File: src/sv/mcrf_pkg.sv
package mcrf_pkg;

  // fixed field widths of the word ports
  localparam int WORD_BITS = 32;
  localparam int CMD_W     = 3;
  localparam int CHAN_W    = 3;
  localparam int MASK_W    = 8;
  localparam int SEL_W     = 7;
  localparam int BASE_W    = 6;

  // defaults handed to the top level parameters
  localparam int CHANNELS_DEF   = 8;
  localparam int FIFO_DEPTH_DEF = 4;

  localparam logic [BASE_W-1:0] REG_BASE_RESET = 6'd2;

  // command codes
  localparam logic [CMD_W-1:0] CMD_WRITE  = 3'd0;
  localparam logic [CMD_W-1:0] CMD_READ   = 3'd1;
  localparam logic [CMD_W-1:0] CMD_PEEK   = 3'd2;
  localparam logic [CMD_W-1:0] CMD_TEST   = 3'd3;
  localparam logic [CMD_W-1:0] CMD_SELECT = 3'd4;

  // result fields known at issue time; the data word follows from the store
  typedef struct packed {
    logic              use_word;
    logic [SEL_W-1:0]  sel_reg;
    logic              has_data;
    logic              error;
    logic [MASK_W-1:0] not_full;
    logic [MASK_W-1:0] consumed;
  } res_t;

endpackage

File: src/sv/multi_channel_receive_fifo_rr_select.sv
// Bank of per-channel receive FIFOs with a round-robin channel select. Each input word carries
// one command: write appends in_word_in to a channel, read pops the oldest word, peek returns it
// without popping, test reports non-empty, and select picks, round robin from the channel after
// the last winner, a channel in in_channel_mask that holds data and reports its register number
// (cfg register_base plus channel). A write to a full FIFO, a read of an empty one or a select
// that finds nothing raises out_error and leaves all state untouched. Every result also carries
// the not-full mask and the consumed toggles as they stand after the command. The data words sit
// in one synchronous RAM of CHANNELS*FIFO_DEPTH entries; head pointers and fill counts are
// flops updated when a word is taken. A word taken into the issue stage moves on to the output
// register; a new word can be taken every cycle unless the issue stage holds, as it does while
// the output register is full and stalled. The RAM read of a pop or peek is issued at the taking
// edge and its data closes the result as the issue stage moves on. No clearing pass after reset:
// only written RAM entries are ever read. cfg writes are meant for idle periods only.
module multi_channel_receive_fifo_rr_select #(
  parameter int CHANNELS   = mcrf_pkg::CHANNELS_DEF,
  parameter int FIFO_DEPTH = mcrf_pkg::FIFO_DEPTH_DEF
) (
  input  logic                                  clk,
  input  logic                                  rst_n,
  // configuration
  input  logic                                  cfg_wr_en,
  input  logic [mcrf_pkg::BASE_W-1:0]           cfg_wr_data,
  // input words
  input  logic                                  in_valid,
  output logic                                  in_stall,
  input  logic [mcrf_pkg::CMD_W-1:0]            in_cmd,
  input  logic [mcrf_pkg::CHAN_W-1:0]           in_channel,
  input  logic signed [mcrf_pkg::WORD_BITS-1:0] in_word_in,
  input  logic [mcrf_pkg::MASK_W-1:0]           in_channel_mask,
  // result words
  output logic                                  out_valid,
  input  logic                                  out_stall,
  output logic signed [mcrf_pkg::WORD_BITS-1:0] out_word_out,
  output logic [mcrf_pkg::SEL_W-1:0]            out_selected_register,
  output logic                                  out_has_data,
  output logic                                  out_error,
  output logic [mcrf_pkg::MASK_W-1:0]           out_not_full_mask,
  output logic [mcrf_pkg::MASK_W-1:0]           out_consumed_toggles
);
  import mcrf_pkg::*;

  localparam int DEPTH  = CHANNELS * FIFO_DEPTH;
  localparam int ADDR_W = $clog2(DEPTH);

  logic [BASE_W-1:0]    reg_base_r;
  logic                 s1_valid_r;
  res_t                 s1_res_r;
  logic                 out_valid_r;
  logic [WORD_BITS-1:0] out_word_r;
  res_t                 out_res_r;

  logic                 s1_adv;
  logic                 in_take;
  logic                 mem_we;
  logic [ADDR_W-1:0]    mem_waddr;
  logic [WORD_BITS-1:0] mem_wdata;
  logic                 mem_re;
  logic [ADDR_W-1:0]    mem_raddr;
  logic [WORD_BITS-1:0] mem_rdata;
  res_t                 issue_res;

  // issue stage moves on when the output register is free or being drained
  assign s1_adv   = s1_valid_r && (!out_valid_r || !out_stall);
  assign in_stall = s1_valid_r && !s1_adv;
  assign in_take  = in_valid && !in_stall;

  always_ff @(posedge clk) begin
    if (!rst_n) begin
      reg_base_r <= REG_BASE_RESET;
    end else if (cfg_wr_en) begin
      reg_base_r <= cfg_wr_data;
    end
  end

  mcrf_ctrl #(
    .CHANNELS   (CHANNELS),
    .FIFO_DEPTH (FIFO_DEPTH),
    .ADDR_W     (ADDR_W)
  ) u_ctrl (
    .clk          (clk),
    .rst_n        (rst_n),
    .accept       (in_take),
    .cmd          (in_cmd),
    .channel      (in_channel),
    .word_in      (in_word_in),
    .channel_mask (in_channel_mask),
    .reg_base     (reg_base_r),
    .mem_we       (mem_we),
    .mem_waddr    (mem_waddr),
    .mem_wdata    (mem_wdata),
    .mem_re       (mem_re),
    .mem_raddr    (mem_raddr),
    .res          (issue_res)
  );

  // read data register holds until the next read, which waits for the issue stage to move
  mcrf_store #(
    .DEPTH  (DEPTH),
    .ADDR_W (ADDR_W)
  ) u_store (
    .clk     (clk),
    .wr_en   (mem_we),
    .wr_addr (mem_waddr),
    .wr_data (mem_wdata),
    .rd_en   (mem_re),
    .rd_addr (mem_raddr),
    .rd_data (mem_rdata)
  );

  // issue stage and output register
  always_ff @(posedge clk) begin
    if (!rst_n) begin
      s1_valid_r  <= 1'b0;
      out_valid_r <= 1'b0;
    end else begin
      if (in_take) begin
        s1_valid_r <= 1'b1;
      end else if (s1_adv) begin
        s1_valid_r <= 1'b0;
      end
      if (s1_adv) begin
        out_valid_r <= 1'b1;
      end else if (!out_stall) begin
        out_valid_r <= 1'b0;
      end
    end
  end

  always_ff @(posedge clk) begin
    if (in_take) begin
      s1_res_r <= issue_res;
    end
    if (s1_adv) begin
      out_res_r  <= s1_res_r;
      out_word_r <= s1_res_r.use_word ? mem_rdata : '0;
    end
  end

  assign out_valid             = out_valid_r;
  assign out_word_out          = out_word_r;
  assign out_selected_register = out_res_r.sel_reg;
  assign out_has_data          = out_res_r.has_data;
  assign out_error             = out_res_r.error;
  assign out_not_full_mask     = out_res_r.not_full;
  assign out_consumed_toggles  = out_res_r.consumed;

`ifndef SYNTH
  a_hold_when_blocked: assert property (@(posedge clk) disable iff (!rst_n)
    (s1_valid_r && out_valid_r && out_stall) |-> in_stall)
    else $error("issue stage overrun while output stalled");
  a_err_excl_has: assert property (@(posedge clk) disable iff (!rst_n)
    out_valid_r |-> !(out_res_r.error && out_res_r.has_data))
    else $error("error and has_data both set");
  a_err_zero_word: assert property (@(posedge clk) disable iff (!rst_n)
    (out_valid_r && out_res_r.error) |-> (out_word_r == '0))
    else $error("data word on a failed command");
  a_word_from_store: assert property (@(posedge clk) disable iff (!rst_n)
    (in_take && mem_re) |=> (s1_valid_r && s1_res_r.use_word))
    else $error("store read without a data result");
`endif

endmodule

File: src/sv/mcrf_store.sv
module mcrf_store #(
  parameter int DEPTH  = 32,
  parameter int ADDR_W = 5
) (
  input  logic                          clk,
  input  logic                          wr_en,
  input  logic [ADDR_W-1:0]             wr_addr,
  input  logic [mcrf_pkg::WORD_BITS-1:0] wr_data,
  input  logic                          rd_en,
  input  logic [ADDR_W-1:0]             rd_addr,
  output logic [mcrf_pkg::WORD_BITS-1:0] rd_data
);
  import mcrf_pkg::*;

  logic [WORD_BITS-1:0] mem [DEPTH];
  logic [WORD_BITS-1:0] rd_data_r;

  always_ff @(posedge clk) begin
    if (wr_en) begin
      mem[wr_addr] <= wr_data;
    end
    if (rd_en) begin
      rd_data_r <= mem[rd_addr];
    end
  end

  assign rd_data = rd_data_r;

endmodule

File: src/sv/mcrf_ctrl.sv
module mcrf_ctrl #(
  parameter int CHANNELS   = 8,
  parameter int FIFO_DEPTH = 4,
  parameter int ADDR_W     = 5
) (
  input  logic                           clk,
  input  logic                           rst_n,
  input  logic                           accept,
  input  logic [mcrf_pkg::CMD_W-1:0]     cmd,
  input  logic [mcrf_pkg::CHAN_W-1:0]    channel,
  input  logic [mcrf_pkg::WORD_BITS-1:0] word_in,
  input  logic [mcrf_pkg::MASK_W-1:0]    channel_mask,
  input  logic [mcrf_pkg::BASE_W-1:0]    reg_base,
  output logic                           mem_we,
  output logic [ADDR_W-1:0]              mem_waddr,
  output logic [mcrf_pkg::WORD_BITS-1:0] mem_wdata,
  output logic                           mem_re,
  output logic [ADDR_W-1:0]              mem_raddr,
  output mcrf_pkg::res_t                 res
);
  import mcrf_pkg::*;

  localparam int CH_W  = $clog2(CHANNELS);
  localparam int PTR_W = (FIFO_DEPTH > 1) ? $clog2(FIFO_DEPTH) : 1;
  localparam int CNT_W = $clog2(FIFO_DEPTH + 1);
  localparam int SUM_W = CNT_W + 1;
  localparam int RR_W  = CH_W + 1;

  logic [PTR_W-1:0] head_r [CHANNELS];
  logic [CNT_W-1:0] cnt_r  [CHANNELS];
  logic [CH_W-1:0]  last_r;
  logic [MASK_W-1:0] consumed_r;

  logic [CH_W-1:0]     ch_idx;
  logic                ch_ok;
  logic [PTR_W-1:0]    head_sel;
  logic [CNT_W-1:0]    cnt_sel;
  logic                ready;
  logic                full;
  logic [SUM_W-1:0]    slot_sum;
  logic [PTR_W-1:0]    wr_slot;
  logic [PTR_W-1:0]    head_inc;
  logic                wr_ok;
  logic                rd_ok;
  logic                look_ok;
  logic [CHANNELS-1:0] mask_ext;
  logic [CHANNELS-1:0] rdy_vec;
  logic [CHANNELS-1:0] nf_vec;
  logic [CNT_W-1:0]    cnt_after;
  logic [RR_W-1:0]     rr_sum;
  logic [CH_W-1:0]     rr_idx;
  logic                found;
  logic [CH_W-1:0]     sel_ch;
  logic [MASK_W-1:0]   consumed_nxt;

  assign ch_idx   = CH_W'(channel);
  assign ch_ok    = 6'(channel) < 6'(CHANNELS);
  assign head_sel = head_r[ch_idx];
  assign cnt_sel  = cnt_r[ch_idx];
  assign ready    = ch_ok && (cnt_sel != '0);
  assign full     = cnt_sel == CNT_W'(FIFO_DEPTH);

  // tail slot: head plus fill, wrapped once
  assign slot_sum = SUM_W'(head_sel) + SUM_W'(cnt_sel);
  assign wr_slot  = (slot_sum >= SUM_W'(FIFO_DEPTH)) ?
                    PTR_W'(slot_sum - SUM_W'(FIFO_DEPTH)) : PTR_W'(slot_sum);
  assign head_inc = (head_sel == PTR_W'(FIFO_DEPTH - 1)) ? '0 : PTR_W'(head_sel + 1'b1);

  assign wr_ok   = (cmd == CMD_WRITE) && ch_ok && !full;
  assign rd_ok   = (cmd == CMD_READ) && ready;
  assign look_ok = ((cmd == CMD_READ) || (cmd == CMD_PEEK)) && ready;

  assign mem_we    = accept && wr_ok;
  assign mem_waddr = ADDR_W'(ch_idx * FIFO_DEPTH) + ADDR_W'(wr_slot);
  assign mem_wdata = word_in;
  assign mem_re    = accept && look_ok;
  assign mem_raddr = ADDR_W'(ch_idx * FIFO_DEPTH) + ADDR_W'(head_sel);

  assign mask_ext = CHANNELS'(channel_mask);

  always_comb begin
    for (int c = 0; c < CHANNELS; c++) begin
      rdy_vec[c] = mask_ext[c] && (cnt_r[c] != '0);
    end
  end

  // round-robin search, starting after the last winner
  always_comb begin
    found  = 1'b0;
    sel_ch = '0;
    rr_sum = '0;
    rr_idx = '0;
    for (int k = 1; k <= CHANNELS; k++) begin
      rr_sum = RR_W'(last_r) + RR_W'(k);
      if (rr_sum >= RR_W'(CHANNELS)) begin
        rr_sum = rr_sum - RR_W'(CHANNELS);
      end
      rr_idx = CH_W'(rr_sum);
      if (!found && rdy_vec[rr_idx]) begin
        found  = 1'b1;
        sel_ch = rr_idx;
      end
    end
  end

  // not-full after this command
  always_comb begin
    cnt_after = '0;
    for (int c = 0; c < CHANNELS; c++) begin
      cnt_after = cnt_r[c];
      if (CH_W'(c) == ch_idx && wr_ok) begin
        cnt_after = cnt_r[c] + 1'b1;
      end else if (CH_W'(c) == ch_idx && rd_ok) begin
        cnt_after = cnt_r[c] - 1'b1;
      end
      nf_vec[c] = cnt_after < CNT_W'(FIFO_DEPTH);
    end
  end

  assign consumed_nxt = rd_ok ? (consumed_r ^ (MASK_W'(1) << channel)) : consumed_r;

  always_comb begin
    res          = '0;
    res.not_full = MASK_W'(nf_vec);
    res.consumed = consumed_nxt;
    unique case (cmd)
      CMD_WRITE: begin
        res.error = !wr_ok;
      end
      CMD_READ: begin
        res.error    = !rd_ok;
        res.use_word = look_ok;
      end
      CMD_PEEK: begin
        res.use_word = look_ok;
      end
      CMD_TEST: begin
        res.has_data = ready;
      end
      CMD_SELECT: begin
        res.has_data = found;
        res.error    = !found;
        res.sel_reg  = found ? (SEL_W'(reg_base) + SEL_W'(sel_ch)) : '0;
      end
      default: begin
        res.error = 1'b0;
      end
    endcase
  end

  always_ff @(posedge clk) begin
    if (!rst_n) begin
      for (int c = 0; c < CHANNELS; c++) begin
        head_r[c] <= '0;
        cnt_r[c]  <= '0;
      end
      last_r     <= '0;
      consumed_r <= '0;
    end else if (accept) begin
      if (wr_ok) begin
        cnt_r[ch_idx] <= cnt_sel + 1'b1;
      end
      if (rd_ok) begin
        cnt_r[ch_idx]  <= cnt_sel - 1'b1;
        head_r[ch_idx] <= head_inc;
      end
      if ((cmd == CMD_SELECT) && found) begin
        last_r <= sel_ch;
      end
      consumed_r <= consumed_nxt;
    end
  end

`ifndef SYNTH
  a_cnt_bound: assert property (@(posedge clk) disable iff (!rst_n)
    cnt_sel <= CNT_W'(FIFO_DEPTH))
    else $error("fill count beyond depth");
  a_no_write_full: assert property (@(posedge clk) disable iff (!rst_n)
    mem_we |-> !full)
    else $error("store written on full channel");
  a_read_nonempty: assert property (@(posedge clk) disable iff (!rst_n)
    mem_re |-> (cnt_sel != '0))
    else $error("store read on empty channel");
`endif

endmodule

File: config.mk
export PLATFORM = sky130hd
export DESIGN_NAME = multi_channel_receive_fifo_rr_select
export DESIGN_NICKNAME = d
export VERILOG_FILES = /design/src/sv/mcrf_pkg.sv /design/src/sv/multi_channel_receive_fifo_rr_select.sv /design/src/sv/mcrf_store.sv /design/src/sv/mcrf_ctrl.sv
export SDC_FILE = /design/constraint.sdc
export NUM_CORES = 1
export LEC_CHECK = 0
export ABC_AREA = 1
export BUFFER_PORTS_ARGS = -buffer_cell sky130_fd_sc_hd__buf_2
export CAP_MARGIN = 20
export CELL_PAD_IN_SITES_DETAIL_PLACEMENT = 1
export CELL_PAD_IN_SITES_GLOBAL_PLACEMENT = 1
export CORE_UTILIZATION = 50
export DETAILED_ROUTE_END_ITERATION = 6
export PLACE_DENSITY = 0.81
export SYNTH_ARGS = -nofsm -noshare
export SYNTH_HDL_FRONTEND = slang
export SYNTH_SLANG_ARGS = --single-unit
File: constraint.sdc
create_clock -name clk -period 5.9 [get_ports clk]
set_clock_uncertainty 0.15 [all_clocks]
set_input_delay 1.18 -clock clk [delete_from_list [all_inputs] [get_ports clk]]
set_output_delay 1.18 -clock clk [all_outputs]
set_load 0.03 [all_outputs]
=== Word level (Yosys, flattened, before mapping) ===
Memories as Yosys holds them, arrays and structs flattened. A register that Yosys moved wholly into a read port is not among the register bits.
Cells that the tools add are included.

* RAM bits: 1064
* Logic and storage cells: 259
* Bits of input ports: 57
* Output and inout port bits: 59
* Register bits: 102
* Memories: 3

{| class="wikitable"
|+ Memories
! name !! depth !! bits a word !! read ports !! clocked after Yosys merged registers in !! write ports !! line !! source
|-
| u_store.mem || 32 || 32 || 1 || 1 || 1 || mcrf_store.sv:15 || <nowiki>logic [WORD_BITS-1:0] mem [DEPTH];</nowiki>
|-
| u_ctrl.cnt_r || 8 || 3 || 9 || 0 || 8 || mcrf_ctrl.sv:30 || <nowiki>logic [CNT_W-1:0] cnt_r [CHANNELS];</nowiki>
|-
| u_ctrl.head_r || 8 || 2 || 1 || 0 || 8 || mcrf_ctrl.sv:29 || <nowiki>logic [PTR_W-1:0] head_r [CHANNELS];</nowiki>
|}

* Bitwise logic cells: 2
* Muxes and demuxes: 83
* Reduce and logical (&&, ||, !) cells: 74
* Equal/unequal tests: 14
* Add/subtract/negate cells: 40
* Shift-type cells: 1
* Magnitude comparators: 25

{| class="wikitable"
|+ Operators with widths
! kind !! count
|-
| 2-to-1 mux 3 bit || 36
|-
| subtractor 3 x 1 -> 3 bit (second input constant) || 17
|-
| logical AND 1 bit || 40
|-
| 2-to-1 mux 1 bit || 33
|-
| >= comparator 4 bit (second input constant) || 8
|-
| less-than comparator 3 x 4 -> 1 bit (second input constant) || 8
|-
| adder 3 x 1 -> 3 bit (second input constant) || 9
|-
| nonzero test 3 bit || 9
|-
| binary-select mux 1 bit (select 3 bit) || 8
|-
| less-than comparator 3 bit (second input constant) || 8
|-
| adder 3 x 3 -> 4 bit (second input constant) || 4
|-
| zero test 1 bit || 15
|-
| equality test 3 bit (first input constant) || 4
|-
| adder 5 x 2 -> 5 bit || 2
|-
| adder 3 x 2 -> 4 bit (second input constant) || 2
|-
| 2-to-1 mux 8 bit || 1
|-
| << shifter 1 x 3 -> 8 bit (first input constant) || 1
|-
| XOR 8 bit || 1
|-
| adder 6 x 3 -> 7 bit || 1
|-
| equality test 2 x 3 -> 1 bit (first input constant) || 2
|-
| equality test 3 x 2 -> 1 bit (second input constant) || 2
|-
| equality test 3 bit (second input constant) || 2
|-
| zero test 3 bit || 2
|-
| 2-to-1 mux 2 bit || 3
|-
| other kinds (18) || 21
|}

=== Depth between registers and ports, before layout ===
Gate-level depths: netlist of run 1.

* Depth after elaboration: 29
* Depth in mapped cells: 22

=== Modules after synthesis ===
A second synthesis of run 1 with hierarchy kept.

* Cells, all modules: 4325
* Area, all modules: 49900.4 µm²

{| class="wikitable"
|+ By module, submodules not included
! module !! area an instance (µm²) !! seq. area each (µm²) !! cells each !! instances
|-
| mcrf_store || 42726.0 || 31710.4 || 3536 || 1
|-
| mcrf_ctrl || 4122.7 || 1421.4 || 601 || 1
|-
| multi_channel_receive_fifo_rr_select || 3051.7 || 2652.5 || 188 || 1
|}

=== Worst setup path after synthesis of run 1 ===
OpenSTA, ideal clock, no wires.

* Path kind: in2reg
* Start: input out_stall
* End: memory u_store.mem[12][0], enable pin
* Slack: 0.825 ns
* Cell stages on the path: 8
* Path buffers: 1
* Data arrival time: 4.504 ns
* Data required time: 5.329 ns
* Path through: nand2_1 > nor2_1 > inv_1 > nand2_1 > inv_1 > clkbuf_1 > nand3_1 > nor2_1

* Cells in the longest elaborated chain, start to end: 10

{| class="wikitable"
|+ RTL lines
! item !! line !! source
|-
| from (decl) || multi_channel_receive_fifo_rr_select.sv:32 || <nowiki>input logic out_stall,</nowiki>
|-
| zero test 1 bit || - ||
|-
| logical OR 1 bit || multi_channel_receive_fifo_rr_select.sv:63 || <nowiki>assign s1_adv = s1_valid_r && (!out_valid_r || !out_stall);</nowiki>
|-
| logical AND 1 bit || multi_channel_receive_fifo_rr_select.sv:63 ||
|-
| zero test 1 bit || multi_channel_receive_fifo_rr_select.sv:64 || <nowiki>assign in_stall = s1_valid_r && !s1_adv;</nowiki>
|-
| logical AND 1 bit || multi_channel_receive_fifo_rr_select.sv:64 ||
|-
| named net in_stall || multi_channel_receive_fifo_rr_select.sv:25 || <nowiki>output logic in_stall,</nowiki>
|-
| zero test 1 bit || multi_channel_receive_fifo_rr_select.sv:65 || <nowiki>assign in_take = in_valid && !in_stall;</nowiki>
|-
| logical AND 1 bit || multi_channel_receive_fifo_rr_select.sv:65 ||
|-
| named net in_take || multi_channel_receive_fifo_rr_select.sv:53 || <nowiki>logic in_take;</nowiki>
|-
| logical AND 1 bit || mcrf_ctrl.sv:73 || <nowiki>assign mem_we = accept && wr_ok;</nowiki>
|-
| 2-to-1 mux 1 bit || mcrf_store.sv:19 || <nowiki>if (wr_en) begin</nowiki>
|-
| 2-to-1 mux 1 bit (implied by the code) || mcrf_store.sv:20 || <nowiki>mem[wr_addr] <= wr_data;</nowiki>
|-
| to (decl) || mcrf_store.sv:15 ||
|}

The timed path passes the listed nets, and every way through them passes these cells.

=== Final worst setup path of run 1 ===
* Start: register u_ctrl.last_r[1]
* End: register s1_res_r[22] in the netlist's numbering (data pin)

* Cells in the longest elaborated chain, start to end: 28
* Elaborated cells between the ends (all ways): 80

{| class="wikitable"
|+ RTL lines
! item !! line !! source
|-
| from (decl) || mcrf_ctrl.sv:31 || <nowiki>logic [CH_W-1:0] last_r;</nowiki>
|-
| from (signal assigned) || mcrf_ctrl.sv:168 || <nowiki>last_r <= sel_ch;</nowiki>
|-
| adder 3 x 1 -> 4 bit || mcrf_ctrl.sv:94 || <nowiki>rr_sum = RR_W'(last_r) + RR_W'(k);</nowiki>
|-
| >= comparator 4 bit or subtractor 3 x 1 -> 3 bit (tied branches) || mcrf_ctrl.sv:95, mcrf_ctrl.sv:96 ||
|-
| 2-to-1 mux 3 bit || mcrf_ctrl.sv:95 || <nowiki>if (rr_sum >= RR_W'(CHANNELS)) begin</nowiki>
|-
| binary-select mux 1 bit (select 3 bit) || mcrf_ctrl.sv:99 || <nowiki>if (!found && rdy_vec[rr_idx]) begin</nowiki>
|-
| 2-to-1 mux 1 bit (implied by the code) || mcrf_ctrl.sv:99 ||
|-
| 2-to-1 mux 1 bit || mcrf_ctrl.sv:99 ||
|-
| zero test 1 bit || mcrf_ctrl.sv:99 ||
|-
| logical AND 1 bit || mcrf_ctrl.sv:99 ||
|-
| (+13 left out) || - ||
|-
| zero test 1 bit || mcrf_ctrl.sv:99 ||
|-
| logical AND 1 bit || mcrf_ctrl.sv:99 ||
|-
| 2-to-1 mux 1 bit || mcrf_ctrl.sv:99 ||
|-
| zero test 1 bit || mcrf_ctrl.sv:99 ||
|-
| logical AND 1 bit || mcrf_ctrl.sv:99 ||
|-
| 2-to-1 mux 3 bit * || mcrf_ctrl.sv:99 ||
|-
| named net u_ctrl.sel_ch[1] || mcrf_ctrl.sv:53 || <nowiki>logic [CH_W-1:0] sel_ch;</nowiki>
|-
| adder 6 x 3 -> 7 bit * || mcrf_ctrl.sv:143 || <nowiki>res.sel_reg = found ? (SEL_W'(reg_base) + SEL_W'(sel_ch)) : '0;</nowiki>
|-
| to (signal assigned) || multi_channel_receive_fifo_rr_select.sv:131 || <nowiki>s1_res_r <= issue_res;</nowiki>
|-
| to (decl) || multi_channel_receive_fifo_rr_select.sv:47 || <nowiki>res_t s1_res_r;</nowiki>
|}

Mark *: on every way through the listed nets, which the timed path passes. The rest lies on a longest branch. The select of a mux whose other input is x is not followed.
A chain may end at the register's enable or synchronous reset.

==> results of run 1 <==
-- worst max-delay path by stage --
| stage | to | cells past startpoint |
|---|---|---|
| after global placement | u_store.mem[16][24] | 12 |
| final | s1_res_r[22] | 20 |
| after detailed placement | u_store.mem[16][3] | 12 |
| after global routing | s1_res_r[22] | 20 |
| after CTS | s1_res_r[22] | 20 |
| after floorplan | u_store.mem[12][0] | 8 |
-- routing by layer --
metal  global-route usage [%]  part of all wire, %  vias to the layer above
met1                     40.4                   37                    16800
met2                     52.4                   49                     1991
met3                     5.34                  9.1                      478
met4                     14.6                  4.8                        4
li1                         -                    -                    14100
met5                        0                0.011                        -
-- power groups by stage --
stage	Clock (uW)	Sequential [uW]	Combinational (uW)
global placement	0	9650	1490
finish	7500	9480	1630
detailed placement	0	9660	1570
floorplan	0	9680	919
global route	7790	9480	1760
CTS	7530	9480	1610
-- layout make-up --
cell class / count / share of cell area [%]
antenna: 3 / 0.0139
clock buffer: 167 / 6.12
clock inverter: 53 / 0.866
inverter: 109 / 0.774
multi-input combinational: 2381 / 20.5
sequential: 1198 / 66.1
tap: 1265 / 2.92
timing repair buffer: 199 / 2.78
-- through the flow --
step	hold WS (ps)	utilization [%]	total power [uW]
after floorplan	250	-	10600
after global placement	250	53.0	11100
after detailed placement	257	53.0	11200
after CTS	272	57.0	18600
after global routing	279	57.0	19000
final	271	57.0	18600
-- placed cells by master (no fill, tap or decap), types with 36 or more instances in the layout --
cell type and n:
buf_2 115, edfxtp_1 1179, o21ai_0 487, nor2_1 737, nand3_1 179, inv_1 98, clkbuf_1 37, buf_4 60
nor2_4 36, o22ai_1 141, clkbuf_16 123, o21ai_1 100, nand2_1 585
-- sequential cells by signal (all words and copies together) (netlist names), 8 cells and up --
signal                count
u_store.mem            1024
out_not_full_mask         8
out_consumed_toggles      8
u_ctrl.consumed_r         8
u_store.rd_data          32
s1_res_r                 26
u_ctrl.head_r            16
out_word_out             32
u_ctrl.cnt_r             24
-- critical path: stages, from the launching register on --
cell and delay, ps:
dfxtp_1 570, clkinv_1 400, ha_1 510, inv_1 250, nand3_1 140, nand3_1 120, nand2_1 80, nor2_1 190
nand4_1 160, nor2_1 330, nand3_1 210, inv_1 120, nand2_1 60, o21ai_1 120, inv_1 100, fa_1 440
nand2_1 110, inv_1 60, o21ai_0 290, xor2_1 200, nor2_1 60
-- cell families (layout without fill, tap and decap cells) --
group           after synthesis  count (layout)  share of synthesized area, %
fa+ha+maj                     8               8                         0.240
other cells                   0               3                             0
simple gates               1571            1571                          13.1
xor+xnor                     26              26                         0.491
flops                      1198            1198                          74.7
buf+inv                     328             528                          2.75
compound gates              776             776                          8.73
==> flow_summary.toml, run 1 <==
[drt]
wire_per_inst_um = 28.8
drc = 0
wl_um = 155000
ant_nets = 0
drt-initial-drc-count = 4069
first_pass_iters = 6
vias = 33400
via_per_inst = 6.20

[global_route]
grt_max_degree = 201
grt_use_total_pct = 31.5
antenna_found_initial = 11
grt_overflow = 0
grt_pass1_wl_um = 225000
grt_pass1_vias = 34800

[synth]
yosysWarnings = 0
synth_cell_types = 49
synth_edf_count = 1179
ys.flop_type = "edfxtp_1"
syn_inst = 3907
synth_top_area_cell = "edfxtp_1"
yosysMostFrequentCell = "edfxtp_1"
synthTopCellsByCount = "edfxtp_1 (1179), nor2_1 (770), nand2_1 (585), o21ai_0 (487), nand3_1 (179)"
syn-num-nets = 3972
seq_area_frac_synth_pct = 74.7
synth-async-reset-ratio_pct = 0
ys_seq_elements = 1198
synth_top_area_share_pct = 73.9
syn_area_per_cell_um2 = 12.3
yosys-top-cells-area = "edfxtp_1 (74%), nor2_1 (6.0%), o21ai_0 (5.1%)"
syn_area_um2 = 47900

[clock_network]
cts-resized-gates = 0
cts.sinks = 1198
post_cts_buffers = 0
cts_tree = "done"
numCtsBuffers = 120
clock_path_buffers = 3
h-tree-depth = 3
cts-root-buf = "clkbuf_16"
hold_buffers = 0
insertion_delay_ps = 720
clk_pin_slew_ps = 60

[timing]
period_minus_slack_ps = 4960
max_freq_mhz = 202
final.period_utilization_pct = 84.1
worst_slew_pin_slew_ps = 1200
final.setup.tns_ps = 0
relSlewSlack_pct = 19.8
maxSlewViolCount = 0
finalHoldViolCount = 0
setup_viol = 0
grt_setup_unrepaired = "false"
fin_ws_ps = 938

[run_status]
status = "finished, final reports clean"

[power_and_ir_drop]
power_frac_clock_pct = 40.3
internal-power_uw = 14100
p_switching_uw = 4550
p_comb_share_pct = 8.8
ir_worst_vdd_uv = 263
swShare_pct = 24.4
leakage_uw = 0.0187
sequentialPowerShare_pct = 50.9
power_density_nw_per_um2 = 344

[finish]
nNetsFinal = 4074
syn_to_final_growth_pct = 13.1
multiInputGateArea_um2 = 11100
design_area_um2 = 54200
fill_cells = 9543
drive_above_1_share_pct = 10.6
regArea_um2 = 35800
fin_cells = 5375

[floorplan]
initial_core_util_pct = 50.4
pin_count = 116
dieHeight_um = 312
num_rows = 113
die_width_um = 312
core_um2 = 95000
dieArea_um2 = 97000

[setup_path]
crit_fanout = 9
timing.rr.end = "s1_res_r[22]"
cp_data_arrival_time_ps = 5260
ff2ff_path_depth = 20
reg2reg_from = "u_ctrl.last_r[1]"
cp.required_ps = 6200
end_kind = "flip-flop"
rrSetupSlack_ps = 940
path_class = "flip-flop to flip-flop"
start_kind = "flip-flop"
crit_start = "u_ctrl.last_r[1]"

[placed_design]
place_ws_ps = 566
dpl-instance-area_um2 = 50400
gp_congestion = 0.870
io_buffers = 115
dp_cells = 5152
dp_hpwl_um = 86900

[hold_path]
hp-class = "flip-flop to flip-flop"
holdPathEnd = "out_consumed_toggles[0]"
holdPathStages = 0
min_from = "s1_res_r[0]"

[run]
cap_viol_max_count = 0
Note: power is estimated with default switching activity, not from simulation.
==> inputs of run 2 (changes only) <==
ABC_AREA = 0   (was 1)
PLACE_DENSITY = 0.77   (was 0.81)
clock period = 5.1 ns   (was 5.9 ns; I/O delays follow)
==> flow_summary.toml, run 2 <==
[timing]
setup_viol = 0
maxSlewViolCount = 0
finalHoldViolCount = 0
final.period_utilization_pct = 92.2
period_minus_slack_ps = 4700
worst_slew_pin_slew_ps = 1080
max_freq_mhz = 213
relSlewSlack_pct = 27.6
grt_setup_unrepaired = "false"

[clock_network]
clock_path_buffers = 3
h-tree-depth = 3
insertion_delay_ps = 700
clk_pin_slew_ps = 60
hold_buffers = 0
cts-root-buf = "clkbuf_16"
cts_tree = "done"
numCtsBuffers = 117
post_cts_buffers = 0
cts-resized-gates = 0
cts.sinks = 1198

[synth]
syn-num-nets = 2564
yosysWarnings = 0
seq_area_frac_synth_pct = 74.2
syn_area_per_cell_um2 = 19.3
muxShareOfSynthArea_pct = 17.6
syn_area_um2 = 48200
synth_compound_area_share_pct = 3.21
synth_top_area_cell = "edfxtp_1"
yosys.area_share.adder_pct = 0.239
synthTopCellsByCount = "edfxtp_1 (1179), mux2i_1 (477), mux4_2 (160), nor2_1 (90), nand2_1 (55)"
ys_seq_elements = 1198
yosysMostFrequentCell = "edfxtp_1"
synthXorXnorAreaFrac_pct = 0.436
synthSimpleGateAreaFrac_pct = 2.62
syn_inst = 2499
synth_edf_count = 1179
ys.flop_type = "edfxtp_1"
synth_cell_types = 63
synth_top_area_share_pct = 73.5
synth_top_family_by_area = "multiplexers"
synth-async-reset-ratio_pct = 0
yosys-top-cells-area = "edfxtp_1 (73%), mux2i_1 (9.9%), mux4_2 (7.5%)"

[global_route]
grt_use_total_pct = 26.8
antenna_found_initial = 5
grt_max_degree = 69
grt_overflow = 0
grt_pass1_vias = 27200
grt_pass1_wl_um = 188000

[setup_path]
crit_start = "u_ctrl.last_r[1]"
timing.rr.end = "s1_res_r[22]"
slowest_delay_ps = 720
path_class = "flip-flop to flip-flop"
end_kind = "flip-flop"
cp.required_ps = 5380
cp_data_arrival_time_ps = 4990
start_kind = "flip-flop"
rrSetupSlack_ps = 400
crit_path_top_delay_cell = "ha_1"
crit_fanout = 14
ff2ff_path_depth = 15
reg2reg_from = "u_ctrl.last_r[1]"
critical_path.endpoint = "s1_res_r[22]"
path_cells = "clkinv_1 -> ha_1 -> inv_2 -> mux2i_1 -> mux4_2 -> a21boi_0 -> o2111ai_1 -> o22ai_1 -> nand2_1 -> ha_1 -> fa_1 -> a21o_1 -> nand2_1 -> xor2_1 -> nor2_1"

[floorplan]
core_um2 = 95300
num_rows = 113
initial_core_util_pct = 50.6
dieHeight_um = 312
dieArea_um2 = 97600
die_width_um = 312
pin_count = 116

[finish]
max_flop_register = "u_store.mem"
drive_above_1_share_pct = 22.0
fill_cells = 8325
design_area_um2 = 55000
syn_to_final_growth_pct = 14.1
utilization_pct = 57.7
fin_cells = 4079
final_common_cell = "edfxtp_1"
largest_reg_flops = 1024
nNetsFinal = 2783
mostFrequentLayoutCells = "edfxtp_1 (1179), mux2i_1 (477), mux4_2 (160), clkbuf_16 (120), buf_2 (115)"

[drt]
ant_nets = 0
wire_per_inst_um = 31.8
first_pass_iters = 5
drc = 0
wl_um = 130000
drt-initial-drc-count = 2575
vias = 25400
via_per_inst = 6.22

[run]
cap_viol_max_count = 0

[hold_path]
hp-class = "flip-flop to flip-flop"
holdPathStages = 0

[run_status]
status = "finished, final reports clean"

[power_and_ir_drop]
power_density_nw_per_um2 = 386
leakage_uw = 0.0195
finalPower_uw = 21300
ir_worst_vdd_uv = 291

[placed_design]
io_buffers = 115
dpl-instance-area_um2 = 51200
dp_hpwl_um = 75000
gp_congestion = 0.845
dp_cells = 3863
run 2: cell count changes after synthesis, moves of 88 or more:
cell	before	now
mux4_2	0	160
o21ai_1	100	0
nor2_1	770	90
inv_1	98	10
mux2i_1	0	477
nand3_1	179	16
clkbuf_1	146	53
o21ai_0	487	44
nand2_1	585	55
o22ai_1	141	3
run 2: critical path, delay by kind of cell (launching register included):
| family | cells | cell delay [ps] |
|---|---|---|
| adders and majority gates | 3 | 1390 |
| AOI/OAI and AO/OA | 4 | 840 |
| muxes | 2 | 820 |
| buffers and inverters | 2 | 450 |
| DFF | 1 | 340 |
| and+or+nand+nor | 3 | 270 |
| xor gates and xnor gates | 1 | 180 |
run 2: final cells by class:
type                    count  area, um2  share of cell area [%]
flip-flops and latches   1198      35800                    65.1
multi-input cells        1153      11900                    21.6
clock buffers             144       3110                    5.66
repair buffers            235       1910                    3.46
well taps                1265       1580                    2.88
clock inverters            70        681                    1.24
inverters                  13       48.8                  0.0887
diodes                      1       2.50                 0.00455
run 2: power breakdown:
| part | internal, uW | switching, uW | leakage, uW |
|---|---|---|---|
| Clock | 4880 | 3690 | 0.00186 |
| Sequential | 10900 | 48.3 | 0.0109 |
| Combinational | 710 | 1030 | 0.00681 |
| Total | 16500 | 4760 | 0.0195 |
run 2: through the flow:
step / setup slack (ps) / setup TNS (ps) / hold WS, ps
2_1_floorplan: -601 / -424800 / 250
3_3_place_gp: 505 / 0 / 251
3_5_place_dp: 446 / 0 / 256
4_1_cts: 408 / 0 / 268
5_1_grt: 123 / 0 / 273
6_report: 396 / 0 / 271
run 2: per-layer routing:
layer	routed length, um	vias up	GRT usage (%)	share of wire [%]
li1	-	10600	-	-
met1	51200	13500	35.2	39
met2	65900	1093	45.8	51
met3	9090	243	4.55	7.0
met4	3560	6	8.29	2.7
met5	29	-	0	0.022
run 2: worst min-delay path by stage:
| stage | start | end | slack (ps) |
|---|---|---|---|
| after floorplan | s1_res_r[0] | out_consumed_toggles[0] | 250 |
| after global placement | s1_res_r[18] | out_selected_register[0] | 250 |
| after detailed placement | s1_res_r[8] | out_not_full_mask[0] | 260 |
| after CTS | s1_res_r[4] | out_consumed_toggles[4] | 270 |
| after global routing | s1_res_r[4] | out_consumed_toggles[4] | 270 |
| final | s1_res_r[18] | out_selected_register[0] | 270 |
run 2: kinds of logic after synthesis:
group	after synthesis
flops	1198
simple gates	266
mux	644
compound gates	211
buf+inv	148
xor+xnor	24
fa+ha+maj	8
